File: src/rtl/gb3_pkg.sv
// Shared types and constants of the 3x3 blur stream unit.
// No dependencies; imported by every module of the block.
package gb3_pkg;

	localparam int MAX_WIDTH    = 2048;
	localparam int COL_W        = $clog2(MAX_WIDTH);
	localparam int WIDTH_REG_W  = 12;
	localparam int HEIGHT_REG_W = 16;
	localparam int CFG_DATA_W   = 16;
	localparam int CFG_ADDR_W   = 1;
	localparam int SUM_W        = 12;
	localparam int REL_W        = 4;

	localparam logic [CFG_ADDR_W-1:0] REG_IMAGE_WIDTH  = CFG_ADDR_W'(0);
	localparam logic [CFG_ADDR_W-1:0] REG_IMAGE_HEIGHT = CFG_ADDR_W'(1);

	localparam logic [WIDTH_REG_W-1:0]  WIDTH_RESET  = WIDTH_REG_W'(640);
	localparam logic [HEIGHT_REG_W-1:0] HEIGHT_RESET = HEIGHT_REG_W'(480);

	// Result slots released by one pixel, emitted lowest bit first
	localparam int REL_ABOVE_PREV = 0;
	localparam int REL_ABOVE_EDGE = 1;
	localparam int REL_LAST_PREV  = 2;
	localparam int REL_LAST_EDGE  = 3;

	typedef struct packed {
		logic [7:0] red_in;
		logic [7:0] green_in;
		logic [7:0] blue_in;
	} src_pixel_t;

	typedef struct packed {
		logic [7:0] red_out;
		logic [7:0] green_out;
		logic [7:0] blue_out;
		logic       last_of_run;
		logic       frame_end;
	} dst_pixel_t;

	typedef struct packed {
		logic [7:0] blue;
		logic [7:0] green;
		logic [7:0] red;
	} rgb_t;

	typedef struct packed {
		logic [COL_W-1:0] col;
		logic             first_row;
		logic             last_row;
		logic             last_col;
	} pos_t;

	typedef struct packed {
		rgb_t             top;
		rgb_t             mid;
		rgb_t             bot;
		logic             first_col;
		logic [REL_W-1:0] rel_mask;
	} col_load_t;

endpackage

File: src/rtl/gb3_window.sv
// 3x3 window, pending-result list, kernel and output register of the blur unit.
// Depends on gb3_pkg.
module gb3_window import gb3_pkg::*; (
	input  logic       clk,
	input  logic       arst_n,
	input  logic       col_valid,
	input  col_load_t  col,
	output logic       take,
	output logic       res_valid,
	input  logic       res_ready,
	output dst_pixel_t res
);

	rgb_t [2:0]       win_q [3];
	logic [REL_W-1:0] rel_q;
	logic             res_valid_q;
	dst_pixel_t       res_q;

	logic [REL_W-1:0] sel;
	logic [REL_W-1:0] rest;
	logic             res_free;
	logic             emit;
	logic             col_ready;
	logic             at_edge;
	logic             on_last;
	rgb_t [2:0]       colv [3];
	logic [2:0][2:0][7:0] r_taps;
	logic [2:0][2:0][7:0] g_taps;
	logic [2:0][2:0][7:0] b_taps;
	dst_pixel_t       res_d;

	// weights 1-2-1 / 2-4-2 / 1-2-1, then divide by 16
	function automatic logic [7:0] kern(input logic [2:0][2:0][7:0] s);
		logic [SUM_W-1:0] acc;
		acc = SUM_W'(s[0][0]) + SUM_W'(s[0][2]) + SUM_W'(s[2][0]) + SUM_W'(s[2][2])
		    + (SUM_W'(s[0][1]) << 1) + (SUM_W'(s[2][1]) << 1)
		    + (SUM_W'(s[1][0]) << 1) + (SUM_W'(s[1][2]) << 1)
		    + (SUM_W'(s[1][1]) << 2);
		return acc[SUM_W-1:4];
	endfunction

	always_comb begin
		sel       = rel_q & (~rel_q + 1'b1);
		rest      = rel_q & ~sel;
		res_free  = !res_valid_q || res_ready;
		emit      = (rel_q != '0) && res_free;
		col_ready = (rel_q == '0) || (res_free && (rest == '0));
		take      = col_valid && col_ready;
		at_edge   = sel[REL_ABOVE_EDGE] || sel[REL_LAST_EDGE];
		on_last   = sel[REL_LAST_PREV] || sel[REL_LAST_EDGE];

		// right edge repeats the newest column
		colv[0] = at_edge ? win_q[1] : win_q[0];
		colv[1] = at_edge ? win_q[2] : win_q[1];
		colv[2] = win_q[2];

		for (int j = 0; j < 3; j++) begin
			// bottom edge repeats the lowest row
			r_taps[j][0] = on_last ? colv[j][1].red   : colv[j][0].red;
			r_taps[j][1] = on_last ? colv[j][2].red   : colv[j][1].red;
			r_taps[j][2] = colv[j][2].red;
			g_taps[j][0] = on_last ? colv[j][1].green : colv[j][0].green;
			g_taps[j][1] = on_last ? colv[j][2].green : colv[j][1].green;
			g_taps[j][2] = colv[j][2].green;
			b_taps[j][0] = on_last ? colv[j][1].blue  : colv[j][0].blue;
			b_taps[j][1] = on_last ? colv[j][2].blue  : colv[j][1].blue;
			b_taps[j][2] = colv[j][2].blue;
		end

		res_d.red_out     = kern(r_taps);
		res_d.green_out   = kern(g_taps);
		res_d.blue_out    = kern(b_taps);
		res_d.last_of_run = (rest == '0);
		res_d.frame_end   = sel[REL_LAST_EDGE];
	end

	always_ff @(posedge clk or negedge arst_n) begin
		if (!arst_n) begin
			rel_q       <= '0;
			res_valid_q <= 1'b0;
			for (int k = 0; k < 3; k++) begin
				win_q[k] <= '0;
			end
		end else begin
			if (take) begin
				rel_q <= col.rel_mask;
				if (col.first_col) begin
					for (int k = 0; k < 3; k++) begin
						win_q[k] <= {col.bot, col.mid, col.top};
					end
				end else begin
					win_q[0] <= win_q[1];
					win_q[1] <= win_q[2];
					win_q[2] <= {col.bot, col.mid, col.top};
				end
			end else if (emit) begin
				rel_q <= rest;
			end
			if (emit) begin
				res_valid_q <= 1'b1;
			end else if (res_ready) begin
				res_valid_q <= 1'b0;
			end
		end
	end

	always_ff @(posedge clk) begin
		if (emit) begin
			res_q <= res_d;
		end
	end

	assign res_valid = res_valid_q;
	assign res       = res_q;

endmodule

File: config.mk
export PLATFORM = sky130hd
export DESIGN_NAME = gb3_window
export DESIGN_NICKNAME = d
export VERILOG_FILES = /design/src/rtl/gb3_pkg.sv /design/src/rtl/gb3_window.sv
export SDC_FILE = /design/constraint.sdc
export NUM_CORES = 1
export LEC_CHECK = 0
export ABC_CLOCK_PERIOD_IN_PS = 9200
export BUFFER_PORTS_ARGS = -buffer_cell sky130_fd_sc_hd__buf_2
export CORE_MARGIN = 8
export CORE_UTILIZATION = 40
export DETAILED_ROUTE_END_ITERATION = 7
export SLEW_MARGIN = 0
export SYNTH_ARGS = -nofsm -noshare
export SYNTH_HDL_FRONTEND = slang
export SYNTH_SLANG_ARGS = --single-unit
File: constraint.sdc
create_clock -name clk -period 9.2 [get_ports clk]
set_clock_uncertainty 0.15 [all_clocks]
set_input_delay 0.46 -clock clk [delete_from_list [all_inputs] [get_ports clk]]
set_output_delay 0.46 -clock clk [all_outputs]
set_load 0.02 [all_outputs]
==> metrics <==
crit path capture type=register; Sink Count=247; RSZ-0062 raised after global routing=no; number of buffer cells added on primary ports=108; maximum count of clock buffers along a single path=3; Die Area=roughly 55000 um2; Most used DFF post-synth=sky130_fd_sc_hd__dfrtp_1; max-slew violation count=0; final critical-path setup slack=approximately 2600 ps; cell types with the largest area share after synthesis=sky130_fd_sc_hd__dfrtp_1 29%, sky130_fd_sc_hd__fa_1 16%, sky130_fd_sc_hd__mux2_1 11%; arrival time at the worst endpoint=6710 ps; number of fill cells in the layout=between 4000 and 5000; Worst EP required=9360 ps; Die Y=234 um; Die X=234 um; routed vias=between 10000 and 15000; final sum of negative setup slack=0 ps; global-route wire length before repair=70.3 mm; result of the run=completed; Top-Level Pins=approximately 110; total congestion overflow=0; insertion delay to the later sink of the worst-skew pair=570 ps; floorplan row count=80; Post-Synthesis Cells=1753; most common cell in the netlist=sky130_fd_sc_hd__inv_1; TritonCTS clock tree=built; 1st-pass router iterations=6; number of antenna violations at the first check in global routing=2; post-detailed-placement half-perimeter wirelength=30.0 mm; Syn Std Cell Area=19100 um2; pre-CTS setup slack=around 2600 ps; cell taking the most area after synthesis=sky130_fd_sc_hd__dfrtp_1; GRT Overall Usage=15.6%; routed length per instance=16.3 um; Slew @ Worst Pin=between 1000 and 1500 ps; sequential area share after synthesis=between 30% and 40%; number of distinct library cells after synthesis=51; register bit count reported by yosys=247; Slew Limit Headroom=26.1%; yosys warns=0; synthesized net count=2029; vias per inst=4.99; count of max-cap constraint violations=0; number of nets with antenna violations after detailed routing=0; critical path launch point type=register; pin count of the biggest net entering global routing=around 120; number of enable-type register cells in the synthesized netlist=26; total CTS buffers=30; maximum clock frequency=153 MHz; proportion of layout cells with a drive suffix above 1=14.7%; number of global-route vias before repair=approximately 14000; number of post-CTS setup repair buffers=0; Final Hold Vio Count=0; deepest level of the CTS H-tree=1; placer's final routability congestion estimate=0.835; start-to-end type of the worst setup path=register to register; area share of the largest cell type after synthesis=29.0%; Root Buffer Master=sky130_fd_sc_hd__clkbuf_16; clock transition at the register clock pins on the worst setup and hold paths after CTS=60 ps; Setup Viol. Count Final=0; DRC marker count from the first detailed-route iteration=602; final critical path time including I/O delays and setup=6560 ps; Initial Utilization=40.2%; FFs w/ async S/R, synth=~89%; syn_area_per_cell=approximately 11 um2; final layout net count=2167; number of remaining DRC errors=0; Placeable Area=47400 um2; maximum fanout along the worst path=43; signed area change from the synthesized netlist to the final layout=14.2%; total detailed-routing wirelength=41.2 mm; top cell types by occurrence after synthesis=367 x sky130_fd_sc_hd__inv_1, 221 x sky130_fd_sc_hd__dfrtp_1, 185 x sky130_fd_sc_hd__mux2_1; final period utilization=71.3%; hold slack=23.4 ps; type of the tightest min-delay check=input port to register
[state kept, by name, indices dropped and copies added (netlist names)]
register,cells
res,26
colv,64
win_q,144
rel_q,4
b_taps,8
res_valid,1
[final timing paths]
check	cells after the start	start	slack, ps	to
min in group asynchronous	2	arst_n	360	win_q[148]$_DFFE_PN0P_
max in group asynchronous	4	arst_n	6260	colv[17]$_DFFE_PN0P_
min reg2reg	1	win_q[197]$_DFFE_PN0P_	330	win_q[197]$_DFFE_PN0P_
max	15	rel_q[3]$_DFFE_PN0P_	2640	res[25]$_DFFE_PP_
max reg2reg	15	rel_q[3]$_DFFE_PN0P_	2640	res[25]$_DFFE_PP_
min	2	col[64]	20	colv[11]$_DFFE_PN0P_
[worst max-delay path: stages (launching register included)]
cell and delay (ps):
sky130_fd_sc_hd__dfrtp_1 490, sky130_fd_sc_hd__nor2b_1 340, sky130_fd_sc_hd__o21a_4 710, sky130_fd_sc_hd__mux2i_1 210
sky130_fd_sc_hd__mux2_2 320, sky130_fd_sc_hd__fa_1 500, sky130_fd_sc_hd__inv_1 50, sky130_fd_sc_hd__fa_1 550
sky130_fd_sc_hd__fa_1 430, sky130_fd_sc_hd__fa_1 550, sky130_fd_sc_hd__or3b_2 480, sky130_fd_sc_hd__fa_1 460
sky130_fd_sc_hd__nand2b_1 190, sky130_fd_sc_hd__a21oi_1 260, sky130_fd_sc_hd__nor4_1 90, sky130_fd_sc_hd__or3b_2 450
[cell type report]
| class | instances | area [um2] | share of cell area [%] |
|---|---|---|---|
| repair buffers | 189 | 1350 | 6.19 |
| multi-input cells | 1055 | 11000 | 50.3 |
| flip-flops and latches | 247 | 6310 | 29.0 |
| clock buffers | 44 | 865 | 3.97 |
| inverters | 368 | 1380 | 6.34 |
| well taps | 615 | 769 | 3.53 |
| clock inverters | 10 | 150 | 0.689 |
| diodes | 2 | 5.00 | 0.0230 |
[layout by cell type (no fill, tap or decap), drive strengths merged, types with 6 or more instances in the layout]
cell type,netlist,layout
dfrtp,221,221
mux2i,168,168
nor2,16,16
ha,39,39
a21oi,17,17
nor3,8,8
nand2,106,106
o21ai,173,173
xnor2,11,11
a21o,6,6
buf,59,121
inv,368,368
fa,156,156
mux2,268,268
nand2b,6,6
edfxtp,26,26
dlygate4sd3,0,68
clkinv,0,6
mux4,22,22
clkbuf,24,44
[per-stage QoR]
step                      instances  area [um2]  utilization, %
after floorplan                1753       19100               -
after global placement         2406       20100            42.3
after detailed placement       2406       20100            42.3
after CTS                      2528       21800            45.9
after global routing           2529       21800            45.9
final                          2530       21800            45.9
[repair_timing]
action	in CTS	in global routing
gates resized for setup	0	0
endpoints found under the hold margin	154	0
hold buffers	68	0
[routing by layer]
metal,vias to the layer above,GRT usage [%],wire [um]
met3,45,2.24,1470
met5,-,0,0
li1,6048,-,-
met1,6359,20.8,19000
met2,169,26.8,19900
met4,0,3.44,855
[logic make-up after synthesis]
logic type      Yosys count  synth area share [%]
compound gates          226                  6.61
xor+xnor                 15                 0.689
fa+ha+maj               195                  18.9
buf+inv                 451                  9.74
flops                   247                  33.1
mux                     458                  27.2
simple gates            161                  3.69
Power is left out: the tool's default activity adds up to more than one toggle a clock period on the data nets, which glitch-free logic cannot reach.
